File: src/rtl/cfs_pkg.sv
// Shared types and constants for the cube face selection pipeline.
// No dependencies; every rtl module imports this package.
package cfs_pkg;

    // Field widths
    localparam int CW        = 24;          // direction component width
    localparam int NFB       = 14;          // fraction bits of the face coordinates
    localparam int NDC_W     = 16;          // width of a face coordinate
    localparam int MIN_MAG_W = 23;          // width of the magnitude threshold
    localparam int MAG_W     = CW;          // holds a magnitude up to 2^(CW-1)

    localparam logic [MIN_MAG_W-1:0] MIN_MAG_RESET = MIN_MAG_W'(4);

    // Divider: NFB quotient bits below the integer bit, split evenly over stages.
    // NFB must be a multiple of DIV_BITS_PER_STAGE.
    localparam int DIV_BITS_PER_STAGE = 2;
    localparam int DIV_STAGES         = NFB / DIV_BITS_PER_STAGE;

    typedef enum logic [2:0] {
        FACE_POS_X = 3'd0,
        FACE_NEG_X = 3'd1,
        FACE_POS_Y = 3'd2,
        FACE_NEG_Y = 3'd3,
        FACE_POS_Z = 3'd4,
        FACE_NEG_Z = 3'd5
    } cfs_face_t;

    // Input item
    typedef struct packed {
        logic signed [CW-1:0] dir_x;
        logic signed [CW-1:0] dir_y;
        logic signed [CW-1:0] dir_z;
    } cfs_dir_t;

    // Result item
    typedef struct packed {
        logic                    valid_res;
        cfs_face_t               face;
        logic signed [NDC_W-1:0] ndc_x;
        logic signed [NDC_W-1:0] ndc_y;
    } cfs_res_t;

    // Item state carried down the divider pipeline
    typedef struct packed {
        logic             vld;      // an item occupies this stage
        logic             ok;       // major magnitude above threshold
        cfs_face_t        face;
        logic [MAG_W-1:0] m;        // divisor: major magnitude
        logic [MAG_W-1:0] rem_x;    // partial remainders
        logic [MAG_W-1:0] rem_y;
        logic [NFB-1:0]   q_x;      // fraction quotient bits so far
        logic [NFB-1:0]   q_y;
        logic             eq_x;     // numerator equals divisor: quotient is exactly one
        logic             eq_y;
        logic             neg_x;    // negate the final coordinate
        logic             neg_y;
    } cfs_div_t;

endpackage

File: src/rtl/cube_face_select_project.sv
// Top level of the cube face selection pipeline.
// Depends on cfs_pkg, cfs_face_sel, cfs_div_stage, cfs_out_stage.
//
// Usage:
//   Input: drive dir and raise start; an item is taken at each rising edge
//   with start high and busy low. busy stays low, so one direction can be
//   taken every cycle.
//   Output: done is high for one cycle with result (valid_res, face, ndc_x,
//   ndc_y). The receiver must take it in that cycle; there is no stall.
//   Stages: one for face pick, one per two quotient bits of the restoring
//   divider, one for the sign and result register. Throughput is one item
//   per cycle. Results leave in the order their items arrived.
//   Config: min_magnitude is written through cfg_valid/cfg_ready/cfg_data,
//   always ready; write it only while no item is in flight.
//   Reset: rst_n clears all stage valid bits and the done strobe, and sets
//   min_magnitude to 4. No clearing pass is needed.
module cube_face_select_project (
    input  logic                              clk,
    input  logic                              rst_n,
    input  logic                              start,
    output logic                              busy,
    input  cfs_pkg::cfs_dir_t                 dir,
    input  logic                              cfg_valid,
    output logic                              cfg_ready,
    input  logic [cfs_pkg::MIN_MAG_W-1:0]     cfg_data,
    output logic                              done,
    output cfs_pkg::cfs_res_t                 result
);
    import cfs_pkg::*;

    logic [MIN_MAG_W-1:0] min_mag_reg;
    cfs_div_t             pipe [DIV_STAGES+1];

    assign busy      = 1'b0;
    assign cfg_ready = 1'b1;

    // Threshold register
    always_ff @(posedge clk or negedge rst_n)
    begin
        if (!rst_n)
            min_mag_reg <= MIN_MAG_RESET;
        else if (cfg_valid && cfg_ready)
            min_mag_reg <= cfg_data;
    end

    // Face pick
    cfs_face_sel u_face_sel (
        .clk        (clk),
        .rst_n      (rst_n),
        .item_valid (start && !busy),
        .dir        (dir),
        .min_mag    (min_mag_reg),
        .stage_out  (pipe[0])
    );

    // Divider pipeline
    for (genvar s = 0; s < DIV_STAGES; s++)
    begin : g_div
        cfs_div_stage u_div_stage (
            .clk       (clk),
            .rst_n     (rst_n),
            .stage_in  (pipe[s]),
            .stage_out (pipe[s+1])
        );
    end

    // Sign and result register
    cfs_out_stage u_out_stage (
        .clk      (clk),
        .rst_n    (rst_n),
        .stage_in (pipe[DIV_STAGES]),
        .done     (done),
        .result   (result)
    );

endmodule

File: src/rtl/cfs_face_sel.sv
// First pipeline stage: major axis and face pick, numerator select, threshold check.
// Depends on cfs_pkg.
module cfs_face_sel (
    input  logic                              clk,
    input  logic                              rst_n,
    input  logic                              item_valid,
    input  cfs_pkg::cfs_dir_t                 dir,
    input  logic [cfs_pkg::MIN_MAG_W-1:0]     min_mag,
    output cfs_pkg::cfs_div_t                 stage_out
);
    import cfs_pkg::*;

    logic [MAG_W-1:0] mag_x, mag_y, mag_z;
    logic [MAG_W-1:0] bits_x, bits_y, bits_z;
    logic             sgn_x, sgn_y, sgn_z;
    logic             x_over_y, z_wins;
    logic [MAG_W-1:0] m_xy, m_max;
    cfs_face_t        face;
    logic [MAG_W-1:0] num_x, num_y;
    logic             neg_x, neg_y;
    cfs_div_t         stage_next, stage_reg;

    // Component magnitudes
    assign bits_x = dir.dir_x;
    assign bits_y = dir.dir_y;
    assign bits_z = dir.dir_z;
    assign sgn_x  = bits_x[CW-1];
    assign sgn_y  = bits_y[CW-1];
    assign sgn_z  = bits_z[CW-1];
    assign mag_x  = sgn_x ? (~bits_x + 1'b1) : bits_x;
    assign mag_y  = sgn_y ? (~bits_y + 1'b1) : bits_y;
    assign mag_z  = sgn_z ? (~bits_z + 1'b1) : bits_z;

    // Major axis; ties go to the lower axis
    assign x_over_y = (mag_x >= mag_y);
    assign m_xy     = x_over_y ? mag_x : mag_y;
    assign z_wins   = (mag_z > m_xy);
    assign m_max    = z_wins ? mag_z : m_xy;

    always_comb
    begin
        if (z_wins)
            face = sgn_z ? FACE_NEG_Z : FACE_POS_Z;
        else if (x_over_y)
            face = sgn_x ? FACE_NEG_X : FACE_POS_X;
        else
            face = sgn_y ? FACE_NEG_Y : FACE_POS_Y;
    end

    // Numerators per face; y sign folds in the final vertical flip
    always_comb
    begin
        case (face)
            FACE_POS_X:
            begin
                num_x = mag_z; neg_x = sgn_z;  num_y = mag_y; neg_y = ~sgn_y;
            end
            FACE_NEG_X:
            begin
                num_x = mag_z; neg_x = ~sgn_z; num_y = mag_y; neg_y = ~sgn_y;
            end
            FACE_POS_Y:
            begin
                num_x = mag_x; neg_x = sgn_x;  num_y = mag_z; neg_y = ~sgn_z;
            end
            FACE_NEG_Y:
            begin
                num_x = mag_x; neg_x = ~sgn_x; num_y = mag_z; neg_y = ~sgn_z;
            end
            FACE_POS_Z:
            begin
                num_x = mag_x; neg_x = ~sgn_x; num_y = mag_y; neg_y = ~sgn_y;
            end
            default:
            begin
                num_x = mag_x; neg_x = sgn_x;  num_y = mag_y; neg_y = ~sgn_y;
            end
        endcase
    end

    // Stage contents
    always_comb
    begin
        stage_next.vld   = item_valid;
        stage_next.ok    = (m_max > MAG_W'(min_mag));
        stage_next.face  = face;
        stage_next.m     = m_max;
        stage_next.rem_x = num_x;
        stage_next.rem_y = num_y;
        stage_next.q_x   = '0;
        stage_next.q_y   = '0;
        stage_next.eq_x  = (num_x == m_max);
        stage_next.eq_y  = (num_y == m_max);
        stage_next.neg_x = neg_x;
        stage_next.neg_y = neg_y;
    end

    always_ff @(posedge clk or negedge rst_n)
    begin
        if (!rst_n)
            stage_reg <= '0;
        else
            stage_reg <= stage_next;
    end

    assign stage_out = stage_reg;

endmodule

File: src/rtl/cfs_div_stage.sv
// One divider stage: DIV_BITS_PER_STAGE restoring steps on both coordinates.
// Depends on cfs_pkg.
module cfs_div_stage (
    input  logic              clk,
    input  logic              rst_n,
    input  cfs_pkg::cfs_div_t stage_in,
    output cfs_pkg::cfs_div_t stage_out
);
    import cfs_pkg::*;

    cfs_div_t stage_next, stage_reg;

    // Shift, compare against the divisor, subtract when it fits
    always_comb
    begin
        logic [MAG_W:0] tx, ty, dv;
        stage_next = stage_in;
        dv = {1'b0, stage_in.m};
        for (int j = 0; j < DIV_BITS_PER_STAGE; j++)
        begin
            tx = {stage_next.rem_x, 1'b0};
            ty = {stage_next.rem_y, 1'b0};
            if (tx >= dv)
            begin
                stage_next.rem_x = MAG_W'(tx - dv);
                stage_next.q_x   = {stage_next.q_x[NFB-2:0], 1'b1};
            end
            else
            begin
                stage_next.rem_x = tx[MAG_W-1:0];
                stage_next.q_x   = {stage_next.q_x[NFB-2:0], 1'b0};
            end
            if (ty >= dv)
            begin
                stage_next.rem_y = MAG_W'(ty - dv);
                stage_next.q_y   = {stage_next.q_y[NFB-2:0], 1'b1};
            end
            else
            begin
                stage_next.rem_y = ty[MAG_W-1:0];
                stage_next.q_y   = {stage_next.q_y[NFB-2:0], 1'b0};
            end
        end
    end

    always_ff @(posedge clk or negedge rst_n)
    begin
        if (!rst_n)
            stage_reg <= '0;
        else
            stage_reg <= stage_next;
    end

    assign stage_out = stage_reg;

endmodule

File: src/rtl/cfs_out_stage.sv
// Last stage: quotient assembly, sign, zeroing of invalid items, result register.
// Depends on cfs_pkg.
module cfs_out_stage (
    input  logic              clk,
    input  logic              rst_n,
    input  cfs_pkg::cfs_div_t stage_in,
    output logic              done,
    output cfs_pkg::cfs_res_t result
);
    import cfs_pkg::*;

    localparam logic [NDC_W-1:0] ONE = NDC_W'(1) << NFB;

    logic [NDC_W-1:0] mag_x, mag_y;
    cfs_res_t         result_next, result_reg;
    logic             done_reg;

    // Quotient is exactly one when numerator equals divisor
    assign mag_x = stage_in.eq_x ? ONE : NDC_W'(stage_in.q_x);
    assign mag_y = stage_in.eq_y ? ONE : NDC_W'(stage_in.q_y);

    always_comb
    begin
        result_next = '0;
        if (stage_in.ok)
        begin
            result_next.valid_res = 1'b1;
            result_next.face      = stage_in.face;
            result_next.ndc_x     = stage_in.neg_x ? (~mag_x + 1'b1) : mag_x;
            result_next.ndc_y     = stage_in.neg_y ? (~mag_y + 1'b1) : mag_y;
        end
    end

    always_ff @(posedge clk or negedge rst_n)
    begin
        if (!rst_n)
        begin
            done_reg   <= 1'b0;
            result_reg <= '0;
        end
        else
        begin
            done_reg   <= stage_in.vld;
            result_reg <= result_next;
        end
    end

    assign done   = done_reg;
    assign result = result_reg;

endmodule

File: config.mk
export PLATFORM = sky130hd
export DESIGN_NAME = cube_face_select_project
export DESIGN_NICKNAME = d
export VERILOG_FILES = /design/src/rtl/cfs_pkg.sv /design/src/rtl/cube_face_select_project.sv /design/src/rtl/cfs_face_sel.sv /design/src/rtl/cfs_div_stage.sv /design/src/rtl/cfs_out_stage.sv
export SDC_FILE = /design/constraint.sdc
export NUM_CORES = 2
export LEC_CHECK = 0
export BUFFER_PORTS_ARGS = -buffer_cell sky130_fd_sc_hd__buf_2
export CORE_UTILIZATION = 50
export DETAILED_ROUTE_END_ITERATION = 6
export HOLD_SLACK_MARGIN = 0.12
export PLACE_DENSITY = 0.7
export SKIP_CTS_REPAIR_TIMING = 1
export SYNTH_ARGS = -nofsm -noshare
export SYNTH_HDL_FRONTEND = slang
export SYNTH_SLANG_ARGS = --single-unit
File: constraint.sdc
create_clock -name clk -period 9.4 [get_ports clk]
set_input_delay 0.94 -clock clk [delete_from_list [all_inputs] [get_ports clk]]
set_output_delay 0.94 -clock clk [all_outputs]
set_load 0.01 [all_outputs]
Word-level counts from Yosys, hierarchy flattened
Index checks and enable logic that the tools add are counted.
- register bits: 748
- input port bits: 99
- output and inout port bits: 39
- logic and storage cells: 250
- add/sub/neg operators: 31
- $lt $le $gt $ge: 31
- equal/unequal tests: 6
- multiplexer cells: 73
- bitwise operators: 8
- reductions and logical operators: 4
- operators by type and width (cell ; number):
    $mux 24 ; 33
    $ge 25x24->1 ; 28
    $sub 24x24->24 ; 26
    $add 24x1->24 const B ; 3
    $not 24->24 ; 3
    $eq 24x24->1 ; 2
    $mux 36 ; 1
    $add 16x1->16 const B ; 2
    $mux 1 ; 32
    $mux 16 ; 2
    $not 16->16 ; 2
    $mux 15 ; 2
    $ge 24x24->1 ; 1
    $gt 24x23->1 ; 1
    $gt 24x24->1 ; 1
    $eq 3x2->1 const B ; 2
    $mux 3 ; 2
    $reduce_or 2->1 ; 3
    $eq 3x1->1 const B ; 1
    $eq 3x3->1 const B ; 1
    $logic_not 3->1 ; 1
    $not 1->1 ; 3
    $pmux 1 s3 ; 1

Depth between registers and ports, before layout
- word-level depth: 11
- mapped depth: 44

Cells and area by module
Synthesis repeated with hierarchy kept, for this count alone.
- cell total of the unflattened synthesis: 7626
- area total of the unflattened synthesis: 70925.5 µm²
- modules (own cells, without submodules) (module ; times used ; cells each ; area an instance (µm²)):
    cfs_div_stage (g_div[0].u_div_stage ...) ; 5 ; 923 ; 8585.7
    cfs_div_stage (g_div[2].u_div_stage) ; 1 ; 917 ; 8735.9
    cfs_div_stage (g_div[3].u_div_stage) ; 1 ; 933 ; 8694.6
    cfs_face_sel ; 1 ; 901 ; 7716.2
    cfs_out_stage ; 1 ; 208 ; 1969.4
    cube_face_select_project ; 1 ; 52 ; 880.8

Worst setup path before layout
Ideal clock, no wire load.
- path kind: input to register
- from: input port dir[35] (netlist name)
- to: register u_face_sel.stage_reg (netlist bit u_face_sel.stage_out[107])
- setup time: 0.121 ns
- data arrival time: 9.088 ns
- required time: 9.279 ns
- path slack: 0.192 ns
- cell stages on the path: 35
- buffers on the path: 6
- cell sequence: or4_1 > or4_1 > or4_1 > nand2_1 > xor2_1 > ha_1 > a21o_1 > a21o_1 > a21o_1 > a211oi_1 > a21o_1 > o21ai_4 > buf_2 > buf_4 > buf_2 > o21ai_0 > ha_1 > a21o_1 > a211o_1 > o221ai_1 > a21oi_1 > o31ai_1 > clkbuf_1 > clkbuf_1 > clkbuf_1 > mux2i_1 > ha_1 > a21o_1 > a21o_1 > a21oi_1 > o211ai_1 > o21bai_1 > a211oi_1 > o22ai_1 > nand2_1
- RTL lines (element ; line ; source):
    from (decl) ; cube_face_select_project.sv:22 ; input cfs_pkg::cfs_dir_t dir,
    to (signal assigned) ; cfs_face_sel.sv:103 ; stage_reg <= stage_next;
    to (decl) ; cfs_face_sel.sv:21 ; cfs_div_t stage_next, stage_reg;

==> flow_metrics.py <==
metrics = {
    "critical_path": {
        "critPathTopFamily": "compound AO/OA/AOI/OAI gates",
        "r2r_slack_ps": 1290,
        "critPathKind": "in2reg",
        "required_ps": 9920,
        "critPathBufInv": 5,
        "crit_path_end_kind": "flop",
        "max_stage_delay_ps": 520,
        "crit_path_top_delay_cell": "o21ai_4",
        "reg2reg_depth": 23,
        "crit_arrival_ps": 8970,
        "reg2reg_to": "g_div[1].u_div_stage.stage_out[58]$_DFF_PN0_",
        "worstPathMaxFanout": 40,
        "r2r-start": "g_div[0].u_div_stage.stage_out[81]$_DFF_PN0_",
        "startpoint_type": "input port",
    },
    "drt": {
        "first_iter_violations": 5034,
        "viasPerCell": 6.11,
        "wl_per_cell_um": 23.2,
        "num_vias": 53871,
        "drt-total-wl_um": 204000,
        "drc_errors": 0,
        "antenna_left": 0,
        "dr.pass1.iters": 6,
    },
    "finish": {
        "area_delta_synth_final_pct": 9.93,
        "drive_gt1_share_pct": 11.4,
        "ff_latch_area_mm2": 0.0187,
        "fill_cells": 10949,
        "final_cells": 8811,
        "final_core_util_pct": 55.6,
        "final_nets": 7956,
        "multi_input_area_mm2": 0.0408,
        "largest_register_ffs": 607,
    },
    "synth": {
        "yosysTopAreaCellShare_pct": 30.3,
        "synth.avg_cell_area_um2": 8.90,
        "synthFlopType": "dfrtp_1",
        "synth_area_leaders": "dfrtp_1 30%, ha_1 15%, mux2_2 6.0%",
        "syn_area_mm2": 0.0618,
        "yosysWarnings": 0,
        "synth_edf_count": 0,
        "yosysSeqAreaShare_pct": 30.3,
        "async_flop_share_pct": 100,
        "postSynthCellCount": 6939,
        "synth_largest_area_cell": "dfrtp_1",
        "synth-seq-cells": 748,
        "synth_nets": 7784,
        "yosysUniqueCellTypes": 90,
    },
    "global_routing": {
        "grt_use_total_pct": 32.0,
        "grt_pass1_wl_um": 309000,
        "antenna_found_initial": 7,
        "first_global_vias": 51353,
        "overflow": 0,
        "grt_max_degree": 186,
    },
    "floorplan": {
        "initial_core_util_pct": 50.6,
        "rows": 128,
        "core_mm2": 0.122,
        "dieArea_mm2": 0.125,
        "die_w_um": 353,
        "die_y_um": 353,
        "io_pins": 138,
    },
    "clocking": {
        "cts_root_buf": "clkbuf_16",
        "clk_latency_ps": 690,
        "cts_made_buffers": 83,
        "cts_sinks": 748,
        "cts_tree": "yes",
        "clkTransAtPathRegs_ps": 70,
        "cts_max_path_buffers": 3,
        "h-tree-depth": 3,
    },
    "placed_design": {
        "dp.final_hpwl_um": 164000,
        "io_buffers": 135,
        "dp_cells": 8651,
        "gp_congestion": 0.984,
        "dpl_worst_slack_ps": 358,
    },
    "timing": {
        "finalClockSkew_ps": 42.0,
        "hold_viol": 0,
        "slew_violations": 0,
        "finalCriticalPeriod_ps": 8450,
        "min_period_over_period_pct": 89.9,
        "fin_tns_setup_ps": 0,
        "fmax_mhz": 118,
        "rsz0062_at_grt": "no",
        "slew_headroom_pct": 20.7,
        "setup_slack_ps": 946,
        "setup_viol": 0,
        "worst_pin_slew_ps": 1160,
    },
    "min_path": {
        "hold_path.class": "in2async",
    },
    "flow_run": {
        "maxCapViolCount": 0,
    },
    "outcome": {
        "outcome": "completed",
    },
}
[cells in the final DEF (no fill, tap or decap), types with 82 or more instances in the layout]
master and instances:
dfrtp_1 747, ha_1 732, a21oi_1 571, nor2_1 528, o21ai_0 450, inv_1 433, nand2_1 428, xnor2_1 377
mux2_2 331, a21o_1 249, xor2_1 206, nor3_1 152, buf_2 134, nand3_1 132, o21a_1 124, nor2b_1 121
buf_4 101, nand4_1 100, nand2b_1 89, clkbuf_16 84, o21bai_1 82
[final cells by class]
cell class              count  share of cell area (%)
inverters                 442                    2.45
clock buffers              98                    3.35
diodes                      9                  0.0332
multi-input cells        5596                    60.1
clock inverters            53                    1.23
repair buffers            240                    2.24
flip-flops and latches    748                    27.6
well taps                1625                    2.99
[metal layers]
| layer | part of all wire (%) | up-vias | track usage [%] |
|---|---|---|---|
| met1 | 43 | 26100 | 42.5 |
| li1 | - | 25501 | - |
| met4 | 4.2 | 4 | 12.5 |
| met2 | 46 | 1869 | 52.7 |
| met5 | 0.017 | - | 0 |
| met3 | 6.3 | 397 | 4.41 |
[cells by family after synthesis]
group	synth area share, %
adders and majority gates	15.3
DFF	30.3
buffers and inverters	3.68
other	0.0122
xor gates and xnor gates	8.27
muxes	7.01
and+or+nand+nor	15.0
AOI/OAI and AO/OA	20.5
[synth_stat cells (62+ instances only)]
library cell,n
ha_1,732
xnor2_1,377
xor2_1,206
o21a_1,124
nand2_1,428
a21oi_1,573
dfrtp_1,747
inv_1,433
nor2_1,528
o21ai_0,450
nor3_1,152
o21bai_1,83
a21o_1,249
nor2b_1,125
a31oi_1,62
clkbuf_1,131
nand4_1,100
nand2b_1,89
nand3_1,132
mux2_2,331
o31ai_1,67
[worst max-delay path by stage]
stage                                               end  cells after the start  startpoint  slack, ps
floorplan           u_face_sel.stage_out[107]$_DFF_PN0_                     35     dir[35]        190
global placement    u_face_sel.stage_out[107]$_DFF_PN0_                     37     dir[24]        340
detailed placement  u_face_sel.stage_out[107]$_DFF_PN0_                     34     dir[24]        360
CTS                 u_face_sel.stage_out[107]$_DFF_PN0_                     34     dir[24]       1020
global route        u_face_sel.stage_out[107]$_DFF_PN0_                     39     dir[24]        440
finish              u_face_sel.stage_out[107]$_DFF_PN0_                     36     dir[24]        950
[per-stage QoR]
stage	hold slack, ps	instance area, um^2
after detailed placement	335	64800
after floorplan	331	61800
final	238	67900
after global placement	332	64800
after CTS	252	67900
after global routing	292	67900
[worst register-to-register path: stages, from the launching register on]
cell	delay (ps)
dfrtp_1	660
inv_1	250
ha_1	350
nor2b_1	140
o21a_1	210
o21a_1	210
o31ai_1	640
o311ai_0	290
a41o_1	290
a21o_1	200
a21oi_2	610
mux2i_1	230
ha_1	410
o21ai_0	150
a21boi_0	330
o31ai_1	170
a21oi_1	270
o41ai_1	120
buf_4	170
o31a_1	280
o311ai_0	370
a21o_1	260
a21o_1	910
mux2_2	470
Power is left out: the tool's default activity adds up to more than one toggle a clock period on the data nets, which glitch-free logic cannot reach.
